==> src/rtl/max_heap_priority_queue_assert.svh <==
// Assertion macros for the max-heap priority queue.
// Used by the top level; expects clk and rst_n in scope.
`ifndef MAX_HEAP_PRIORITY_QUEUE_ASSERT_SVH
`define MAX_HEAP_PRIORITY_QUEUE_ASSERT_SVH

// check a property on every clock edge outside reset
`define MHPQ_ASSERT(lbl, prop, msg) \
  lbl: assert property (@(posedge clk) disable iff (!rst_n) prop) else $error(msg);

// check a property on every clock edge, reset included
`define MHPQ_ASSERT_ALWAYS(lbl, prop, msg) \
  lbl: assert property (@(posedge clk) prop) else $error(msg);

`endif

==> src/rtl/mhpq_pkg.sv <==
// Shared constants and codes for the max-heap priority queue.
// No dependencies.
package mhpq_pkg;

  localparam int CAPACITY = 64;
  localparam int ADDR_W   = $clog2(CAPACITY);
  localparam int CNT_W    = $clog2(CAPACITY + 1);
  localparam int VAL_W    = 32;
  localparam int STATUS_W = 2;

  localparam int IN_TDATA_W  = ((VAL_W + 7) / 8) * 8;
  localparam int OUT_FIELD_W = STATUS_W + VAL_W + VAL_W + CNT_W;
  localparam int OUT_TDATA_W = ((OUT_FIELD_W + 7) / 8) * 8;

  localparam logic REQ_INSERT = 1'b0;
  localparam logic REQ_REMOVE = 1'b1;

  typedef enum logic [STATUS_W-1:0] {
    ST_OK    = 2'd0,
    ST_EMPTY = 2'd1,
    ST_FULL  = 2'd2
  } status_t;

endpackage

==> src/rtl/mhpq_ram.sv <==
// Generic simple dual-port RAM: one write port, one registered read port.
// No dependencies.
module mhpq_ram #(
  parameter int WIDTH = 32,
  parameter int DEPTH = 64
) (
  input  logic                     clk,
  input  logic                     we,
  input  logic [$clog2(DEPTH)-1:0] waddr,
  input  logic [WIDTH-1:0]         wdata,
  input  logic [$clog2(DEPTH)-1:0] raddr,
  output logic [WIDTH-1:0]         rdata
);

  logic [WIDTH-1:0] mem [DEPTH];

  always_ff @(posedge clk) begin
    if (we) begin
      mem[waddr] <= wdata;
    end
    rdata <= mem[raddr];
  end

endmodule

==> src/rtl/max_heap_priority_queue.sv <==
// A request on a full or empty heap goes straight to the finish state; an insert climbs
//   the heap level by level and a remove descends it level by level, and the next
//   request is taken while the result is shown.
// Each level is a heap RAM read, a compare and a write-back; a finished result waits in
//   the output register. Reset (rst_n, synchronous, active low) clears the fill count
//   and control state only. Depends on mhpq_pkg, mhpq_ram and the assertion header.
`include "max_heap_priority_queue_assert.svh"

module max_heap_priority_queue
  import mhpq_pkg::*;
(
  input  logic                   clk,
  input  logic                   rst_n,
  input  logic                   in_tvalid,
  output logic                   in_tready,
  input  logic [IN_TDATA_W-1:0]  in_tdata,   // value
  input  logic [0:0]             in_tuser,   // req_type
  output logic                   out_tvalid,
  input  logic                   out_tready,
  output logic [OUT_TDATA_W-1:0] out_tdata   // status, removed_value, top_value, entry_count
);

  typedef enum logic [2:0] {
    S_IDLE, S_UP_STEP, S_UP_CMP, S_DN_LAST, S_DN_STEP, S_DN_L, S_DN_R, S_FINISH
  } state_t;

  state_t                   state_r, state_nxt;
  logic [CNT_W-1:0]         cnt_r, cnt_nxt;
  logic [CNT_W-1:0]         pos_r, pos_nxt;
  logic signed [VAL_W-1:0]  mv_r, mv_nxt;
  logic signed [VAL_W-1:0]  cv_r, cv_nxt;
  logic                     left_big_r, left_big_nxt;
  logic signed [VAL_W-1:0]  root_r, root_nxt;
  status_t                  status_r, status_nxt;
  logic signed [VAL_W-1:0]  removed_r, removed_nxt;

  logic                     out_valid_r, out_valid_nxt;
  status_t                  out_status_r, out_status_nxt;
  logic signed [VAL_W-1:0]  out_removed_r, out_removed_nxt;
  logic signed [VAL_W-1:0]  out_top_r, out_top_nxt;
  logic [CNT_W-1:0]         out_count_r, out_count_nxt;

  logic                     ram_we;
  logic [ADDR_W-1:0]        ram_waddr;
  logic [VAL_W-1:0]         ram_wdata;
  logic [ADDR_W-1:0]        ram_raddr;
  logic [VAL_W-1:0]         ram_rdata;
  logic signed [VAL_W-1:0]  rd_val;

  logic [CNT_W-1:0]         pos_m1;
  logic [CNT_W-1:0]         parent;
  logic [CNT_W-1:0]         parent_m1;
  logic [CNT_W:0]           left;
  logic [CNT_W:0]           left_m1;
  logic [CNT_W:0]           right;
  logic [CNT_W:0]           cnt_ext;
  logic [CNT_W-1:0]         cnt_m1;
  logic                     left_wins;

  mhpq_ram #(
    .WIDTH(VAL_W),
    .DEPTH(CAPACITY)
  ) u_heap_ram (
    .clk  (clk),
    .we   (ram_we),
    .waddr(ram_waddr),
    .wdata(ram_wdata),
    .raddr(ram_raddr),
    .rdata(ram_rdata)
  );

  assign rd_val    = $signed(ram_rdata);
  assign pos_m1    = pos_r - CNT_W'(1);
  assign parent    = pos_r >> 1;
  assign parent_m1 = parent - CNT_W'(1);
  assign left      = {pos_r, 1'b0};
  assign left_m1   = left - (CNT_W + 1)'(1);
  assign right     = {pos_r, 1'b1};
  assign cnt_ext   = {1'b0, cnt_r};
  assign cnt_m1    = cnt_r - CNT_W'(1);
  assign left_wins = rd_val > mv_r;

  assign in_tready  = (state_r == S_IDLE);
  assign out_tvalid = out_valid_r;
  assign out_tdata  = {{(OUT_TDATA_W - OUT_FIELD_W){1'b0}}, out_count_r, out_top_r,
                       out_removed_r, out_status_r};

  always_comb begin
    state_nxt       = state_r;
    cnt_nxt         = cnt_r;
    pos_nxt         = pos_r;
    mv_nxt          = mv_r;
    cv_nxt          = cv_r;
    left_big_nxt    = left_big_r;
    status_nxt      = status_r;
    removed_nxt     = removed_r;
    out_valid_nxt   = out_valid_r;
    out_status_nxt  = out_status_r;
    out_removed_nxt = out_removed_r;
    out_top_nxt     = out_top_r;
    out_count_nxt   = out_count_r;
    ram_we          = 1'b0;
    ram_waddr       = pos_m1[ADDR_W-1:0];
    ram_wdata       = mv_r;
    ram_raddr       = '0;

    if (out_valid_r && out_tready) begin
      out_valid_nxt = 1'b0;
    end

    unique case (state_r)
      S_IDLE: begin
        if (in_tvalid) begin
          status_nxt  = ST_OK;
          removed_nxt = '0;
          if (in_tuser[0] == REQ_INSERT) begin
            if (cnt_r == CNT_W'(CAPACITY)) begin
              status_nxt = ST_FULL;
              state_nxt  = S_FINISH;
            end else begin
              cnt_nxt   = cnt_r + CNT_W'(1);
              pos_nxt   = cnt_r + CNT_W'(1);
              mv_nxt    = $signed(in_tdata[VAL_W-1:0]);
              state_nxt = S_UP_STEP;
            end
          end else begin
            if (cnt_r == '0) begin
              status_nxt = ST_EMPTY;
              state_nxt  = S_FINISH;
            end else begin
              removed_nxt = root_r;
              cnt_nxt     = cnt_m1;
              if (cnt_r == CNT_W'(1)) begin
                state_nxt = S_FINISH;
              end else begin
                ram_raddr = cnt_m1[ADDR_W-1:0];
                state_nxt = S_DN_LAST;
              end
            end
          end
        end
      end
      S_UP_STEP: begin
        if (pos_r == CNT_W'(1)) begin
          ram_we    = 1'b1;
          state_nxt = S_FINISH;
        end else begin
          ram_raddr = parent_m1[ADDR_W-1:0];
          state_nxt = S_UP_CMP;
        end
      end
      S_UP_CMP: begin
        ram_we = 1'b1;
        if (rd_val < mv_r) begin
          ram_wdata = rd_val;
          pos_nxt   = parent;
          state_nxt = S_UP_STEP;
        end else begin
          state_nxt = S_FINISH;
        end
      end
      S_DN_LAST: begin
        mv_nxt  = rd_val;
        pos_nxt = CNT_W'(1);
        if (cnt_r == CNT_W'(1)) begin
          ram_we    = 1'b1;
          ram_waddr = '0;
          ram_wdata = rd_val;
          state_nxt = S_FINISH;
        end else begin
          state_nxt = S_DN_STEP;
        end
      end
      S_DN_STEP: begin
        if (left > cnt_ext) begin
          ram_we    = 1'b1;
          state_nxt = S_FINISH;
        end else begin
          ram_raddr = left_m1[ADDR_W-1:0];
          state_nxt = S_DN_L;
        end
      end
      S_DN_L: begin
        left_big_nxt = left_wins;
        cv_nxt       = left_wins ? rd_val : mv_r;
        if (right <= cnt_ext) begin
          ram_raddr = left[ADDR_W-1:0];
          state_nxt = S_DN_R;
        end else begin
          ram_we = 1'b1;
          if (left_wins) begin
            ram_wdata = rd_val;
            pos_nxt   = left[CNT_W-1:0];
            state_nxt = S_DN_STEP;
          end else begin
            state_nxt = S_FINISH;
          end
        end
      end
      S_DN_R: begin
        ram_we = 1'b1;
        if (rd_val > cv_r) begin
          ram_wdata = rd_val;
          pos_nxt   = right[CNT_W-1:0];
          state_nxt = S_DN_STEP;
        end else if (left_big_r) begin
          ram_wdata = cv_r;
          pos_nxt   = left[CNT_W-1:0];
          state_nxt = S_DN_STEP;
        end else begin
          state_nxt = S_FINISH;
        end
      end
      S_FINISH: begin
        if (!out_valid_r || out_tready) begin
          out_valid_nxt   = 1'b1;
          out_status_nxt  = status_r;
          out_removed_nxt = removed_r;
          out_top_nxt     = (cnt_r == '0) ? '0 : root_r;
          out_count_nxt   = cnt_r;
          state_nxt       = S_IDLE;
        end
      end
      default: begin
        state_nxt = S_IDLE;
      end
    endcase

    root_nxt = (ram_we && ram_waddr == '0) ? $signed(ram_wdata) : root_r;
  end

  always_ff @(posedge clk) begin
    if (!rst_n) begin
      state_r     <= S_IDLE;
      cnt_r       <= '0;
      out_valid_r <= 1'b0;
    end else begin
      state_r     <= state_nxt;
      cnt_r       <= cnt_nxt;
      out_valid_r <= out_valid_nxt;
    end
    pos_r         <= pos_nxt;
    mv_r          <= mv_nxt;
    cv_r          <= cv_nxt;
    left_big_r    <= left_big_nxt;
    root_r        <= root_nxt;
    status_r      <= status_nxt;
    removed_r     <= removed_nxt;
    out_status_r  <= out_status_nxt;
    out_removed_r <= out_removed_nxt;
    out_top_r     <= out_top_nxt;
    out_count_r   <= out_count_nxt;
  end

  `MHPQ_ASSERT(a_cnt_range, cnt_r <= CNT_W'(CAPACITY), "fill count beyond capacity")
  `MHPQ_ASSERT(a_wr_in_heap, ram_we |-> (CNT_W'(ram_waddr) < cnt_r), "write outside heap")
  `MHPQ_ASSERT(a_full_count, (out_valid_r && out_status_r == ST_FULL) |-> (out_count_r == CNT_W'(CAPACITY)), "full status with room left")
  `MHPQ_ASSERT(a_empty_result, (out_valid_r && out_status_r == ST_EMPTY) |-> (out_count_r == '0 && out_removed_r == '0), "empty status with entries")

endmodule

==> config.mk <==
export PLATFORM = sky130hd
export DESIGN_NAME = max_heap_priority_queue
export DESIGN_NICKNAME = d
export VERILOG_FILES = /design/src/rtl/mhpq_pkg.sv /design/src/rtl/mhpq_ram.sv /design/src/rtl/max_heap_priority_queue.sv
export VERILOG_INCLUDE_DIRS = /design/src /design/src/rtl
export SDC_FILE = /design/constraint.sdc
export NUM_CORES = 2
export LEC_CHECK = 0
export BUFFER_PORTS_ARGS = -buffer_cell sky130_fd_sc_hd__buf_4
export CAP_MARGIN = 20
export CELL_PAD_IN_SITES_DETAIL_PLACEMENT = 1
export CELL_PAD_IN_SITES_GLOBAL_PLACEMENT = 1
export CORE_UTILIZATION = 48
export CTS_BUF_LIST = sky130_fd_sc_hd__clkbuf_8 sky130_fd_sc_hd__clkbuf_16
export DETAILED_ROUTE_END_ITERATION = 16
export PLACE_DENSITY_LB_ADDON = 0.1
export SLEW_MARGIN = 10
export SYNTH_ARGS = -nofsm -noshare
export SYNTH_HDL_FRONTEND = slang
export SYNTH_SLANG_ARGS = --single-unit
==> constraint.sdc <==
create_clock -name clk -period 6.5 [get_ports clk]
set_clock_uncertainty 0.2 [all_clocks]
set_input_delay 1.3 -clock clk [delete_from_list [all_inputs] [get_ports clk]]
set_output_delay 1.3 -clock clk [all_outputs]
set_load 0.02 [all_outputs]
==> Word level (Yosys, flattened, before mapping) <==
Memories as Yosys holds them, arrays and structs flattened. A register that Yosys moved wholly into a read port is not among the register bits.
Index checks and enable logic that the tools add are counted.
{ "totals": {"register_bits": 222, "latchBits": 0, "mem_bits_rw": 2048, "romBits": 0, "in_bits": 37, "output_inout_bits": 82, "elab_cells": 122, "mem_count": 1} }
{ "mem_list": {"columns": ["name", "words", "word_bits", "rd", "rd_ports_with_merged_regs", "write_ports", "line_no", "source"], "rows": [
  ["u_heap_ram.mem", 64, 32, 1, 1, 1, "mhpq_ram.sv:15", "logic [WIDTH-1:0] mem [DEPTH];"]
]} }
{ "classes": {"add_sub_neg": 5, "mul": 0, "div": 0, "order_cmp": 5, "eq_ne": 20, "shift": 0, "n_mux": 61, "bitwise_logic": 0, "reduce_logical": 16} }
{ "ops": {"columns": ["operator", "count"], "rows": [
  ["32-bit two-way mux", 10],
  ["32-bit one-hot mux with 4 select lines", 1],
  ["7-bit two-way mux", 10],
  ["32-bit > comparator", 2],
  ["32-bit one-hot mux with 2 select lines", 1],
  ["6-bit two-way mux", 9],
  ["7-bit one-hot mux with 5 select lines", 1],
  ["32-bit less-than comparator", 1],
  ["3-bit two-way mux", 8],
  ["3-bit one-hot mux with 8 select lines", 1],
  ["6-bit one-hot mux with 4 select lines", 1],
  ["2-bit inequality test, second input constant", 9],
  ["6-bit by 1-bit subtractor with 6-bit output, second input constant", 3],
  ["2-bit two-way mux", 8],
  ["7-bit by 1-bit equality test with 1-bit output, second input constant", 2],
  ["3-bit equality test, second input constant", 4],
  ["1-bit two-way mux", 10],
  ["8-bit by 7-bit > comparator with 1-bit output", 1],
  ["8-bit by 7-bit less-or-equal comparator with 1-bit output", 1],
  ["4-bit AND reduction", 2],
  ["8-bit AND reduction", 1],
  ["7-bit by 1-bit adder with 7-bit output, second input constant", 1],
  ["7-bit equality test, second input constant", 1],
  ["7-bit zero test", 1],
  ["14 further kinds", 18]
]} }

==> Logic depth before layout (Yosys ltp) <==
{ "logic_depth": {"ltp_word": 6, "depth_mapped": 17, "ltp_nobuf": 12} }

==> Hierarchy <==
From an unflattened synthesis, not the netlist that was laid out.
{ "hier_totals": {"hier_cells": 4330, "area_unflattened_um2": 90265.3} }
{ "modules_own_cells": {"columns": ["module", "instances", "cells_each", "area_each_um2", "seq_area_each_um2"], "rows": [
  ["mhpq_ram", 1, 3324, 78515.3, 62139.6],
  ["max_heap_priority_queue", 1, 1006, 11750.0, 6556.3]
]} }

==> Least setup slack after synthesis <==
No wires, ideal clock.
{ "synth_timing": {"path_type": "register -> register", "from": "register cv_r[31]", "to": "register root_r[17], data pin", "arrival_time_ps": 5175, "required_time_ps": 5571, "slack_ps": 396, "path_stages_with_launch": 14, "n_path_buf": 2, "period_less_slack_ps": 6104, "cell_sequence": "edfxtp_1 > inv_1 > ha_1 > clkbuf_1 > nand4_1 > nor4_1 > nand2_1 > a211oi_1 > nor3_1 > mux2_2 > a221o_1 > clkbuf_1 > a2111oi_0 > a211oi_1"} }
{ "synth_via": {"elab_chain_cells": 3} }
{ "synth_lines": {"columns": ["element", "line_no", "source"], "rows": [
  ["from (decl)", "max_heap_priority_queue.sv:31", "logic signed [VAL_W-1:0] cv_r, cv_nxt;"],
  ["from (signal assigned)", "max_heap_priority_queue.sv:244", "cv_r <= cv_nxt;"],
  ["32-bit > comparator", "max_heap_priority_queue.sv:202", "if (rd_val > cv_r) begin"],
  ["32-bit two-way mux", "max_heap_priority_queue.sv:202", null],
  ["32-bit one-hot mux with 4 select lines", "max_heap_priority_queue.sv:111", "unique case (state_r)"],
  ["net ram_wdata[17]", "max_heap_priority_queue.sv:45", "logic [VAL_W-1:0] ram_wdata;"],
  ["to (signal assigned)", "max_heap_priority_queue.sv:246", "root_r <= root_nxt;"],
  ["to (decl)", "max_heap_priority_queue.sv:33", "logic signed [VAL_W-1:0] root_r, root_nxt;"]
]} }
The timed path passes the listed nets, and every way through them passes these cells.
A chain may end at the register's enable or synchronous reset.

==> Worst setup path after layout <==
{ "layout_timing": {"from": "register pos_r[3]", "to": "register u_heap_ram.rdata[15] (read register of u_heap_ram.mem)"} }
{ "layout_via": {"elab_chain_cells": 3} }
{ "layout_lines": {"columns": ["element", "line_no", "source"], "rows": [
  ["from (decl)", "max_heap_priority_queue.sv:29", "logic [CNT_W-1:0] pos_r, pos_nxt;"],
  ["from (signal assigned)", "max_heap_priority_queue.sv:242", "pos_r <= pos_nxt;"],
  ["8-bit by 7-bit > comparator with 1-bit output (tied with other cells)", "max_heap_priority_queue.sv:175", "if (left > cnt_ext) begin"],
  ["6-bit two-way mux (on tied branches)", "max_heap_priority_queue.sv:175, max_heap_priority_queue.sv:144, max_heap_priority_queue.sv:186", null],
  ["6-bit one-hot mux with 4 select lines (*)", "max_heap_priority_queue.sv:111", null],
  ["to (decl)", "mhpq_ram.sv:12", "output logic [WIDTH-1:0] rdata"]
]} }
Every way passes the cells marked *; elsewhere a longest branch is shown, timed or not.

==> metrics.txt <==
status=finished, final reports clean; Post-CTS Resized=0; post-DP HPWL=192000 um; final worst slack=0.549 ns; WL per Instance=32.9 um; final setup violation count=0; first-pass GRT wire length=447000 um; RSZ-0062 raised after global routing=no; hold slack=0.217 ns; most frequent cell after synthesis=edfxtp_1; Worst Hold Class=reg2reg; YS warnings=0; placed cell count=9126; crit-path max FO=46; Seq/Total Area, Yosys=73.3%; layout cell share with drive strength beyond 1=13.9%; initial antenna violation count=30; Tightest Pin Transition=1.21 ns; Slew Viols, Final=0; Critical Path End Type=flop; Startpoint Class=flop; Clock Pin Slew Worst Setup and Hold Paths=0.07 ns; Yosys cell types=89; # DRC=0; gate count of the mapped netlist=6613; die area=197000 um2; post-placement cell area=99300 um2; Die Wd=444 um; Die H=444 um; fin cells=9575; I/O Pins=119; WP data arrival=6.59 ns; Tcrit/Tclk final=91.6%; vias=61.3k; Post-Synthesis Cell Area=93700 um2; Final Util=55.4%; Tot GR Track Use=31.6%; Placeable Area=193000 um2; layout net count=6952; CTS max path bufs=3; CTS buffer count=234; Root Buffer=clkbuf_16; total clock sinks=2302; drt pass-1 iters=5; leading area contributor after synthesis=edfxtp_1; Design Area, Final=107000 um2; Final Power=63.6 mW; P&R area growth vs syn=14.2%; Post-synth top cells=2259 x edfxtp_1, 1147 x nand2_1, 414 x nand3_1; Main synth FF type=edfxtp_1; kind of critical path=reg2reg; VDD IR max=0.571 mV; average size of a mapped cell=14.2 um2; WP data required=7.14 ns; Yosys top cell area share=72.4%; worst slack at placement=0.562 ns; Slew headroom=19.1%; post-route setup TNS=0 ns; pin count of the biggest net entering global routing=113; min Tclk post-route=5.95 ns; GR Overflow Total=0; #FFs+latches synth=2302; P_leak=36.3 nW; Max Freq=0.168 GHz; WL final=315000 um; vias in the first global route=61.8k; PortBufs=111; power per cell area=594 nW/um2; Area contributors post-synth=edfxtp_1 72%, nand2_1 4.6%, mux2i_1 2.8%; CTS Hold Bufs=0; num rows=161; initial core utilization=48.5%; final hold viol count=0; GP Congestion=0.921; FFs w/ async S/R, synth=0%; EDFF count, synth=2259; via/cell ratio=6.40; post-route ant nets=0; # Post-CTS Setup Buffers=0; CTS tree=yes; max_cap viols=0; latest clock arrival within the worst-skew pair=0.92 ns; htree depth=4; DRT iter0 DRCs=7083
[where the power goes]
| group | switching [mW] | total [mW] | internal, mW |
|---|---|---|---|
| combinational | 21.1 | 28.6 | 7.55 |
| clock | 5.85 | 13.3 | 7.46 |
| sequential | 0.801 | 21.6 | 20.8 |
[cell usage in the layout (no fill, tap or decap), types with 38 or more instances in the layout]
master	count
and2_1	55
nor3_1	90
ha_1	78
edfxtp_1	2259
and3_1	198
clkinv_1	44
mux2i_1	263
clkbuf_16	238
a32oi_1	62
inv_1	134
a21oi_1	246
o22ai_1	99
buf_12	45
a22oi_1	108
clkinv_2	43
nand2_1	1146
buf_4	394
o21ai_0	98
nand3_1	413
dfxtp_1	43
nand4_1	64
nor2_4	65
nor2_1	38
a211oi_1	172
a31oi_1	118
[registers in the layout (all words and copies together), names as in the netlist]
name / count
cnt_r: 7
cv_r: 32
left_big_r: 1
mv_r: 32
out_count_r: 7
out_removed_r: 32
out_status_r: 2
out_top_r: 32
out_tvalid: 1
pos_r: 7
removed_r: 32
root_r: 32
state_r: 3
status_r: 2
u_heap_ram.mem: 2048
u_heap_ram.rdata: 32
[metal layers]
metal	part of all wire (%)	GRT usage, %	up-vias
li1	-	-	25900
met1	41	43.5	32000
met2	46	49.3	2819
met3	8.4	5.34	525
met4	4.8	14.5	10
met5	0.023	0	-
[worst max-delay path: stages (launching register included)]
cell and delay (ns):
edfxtp_1 0.67, ha_1 0.42, nand4b_1 0.26, a21o_1 0.31, a21oi_4 0.59, and2_4 0.86
buf_12 0.34, buf_4 0.30, nor3_1 0.09, nor4_1 0.28, o22ai_1 0.17, buf_4 0.25
o21ai_0 0.74, o22a_1 0.27
[path summary, 6_finish.rpt]
check / startpoint / endpoint / slack [ns] / cells past startpoint
worst max register to register: pos_r[3] / u_heap_ram.rdata[15] / 0.55 / 13
worst min register to register: removed_r[3] / out_removed_r[3] / 0.22 / 0
worst min-delay path: removed_r[3] / out_removed_r[3] / 0.22 / 0
worst max-delay path: pos_r[3] / u_heap_ram.rdata[15] / 0.55 / 13
[logic make-up (layout without fill, tap and decap cells)]
logic type      Yosys count  count (layout)  share of synthesized area (%)
flops                  2302            2302                           73.3
simple gates           2166            2166                           10.5
compound gates         1199            1199                           8.90
buf+inv                 543             959                           2.65
mux                     301             301                           3.32
fa+ha+maj                78              78                           1.04
xor+xnor                 23              23                          0.215
other cells               1              21                        0.00400
[final cells by class]
type,count,area [um2]
Fill cell,18300,86300
Inverter,84,315
Clock buffer,253,6160
Antenna cell,14,35.0
Sequential cell,2302,68700
Timing Repair Buffer,441,3900
Tap cell,2526,3160
Multi-Input combinational cell,3774,23300
Clock inverter,181,1380
Note: power is estimated with default switching activity, not from simulation.
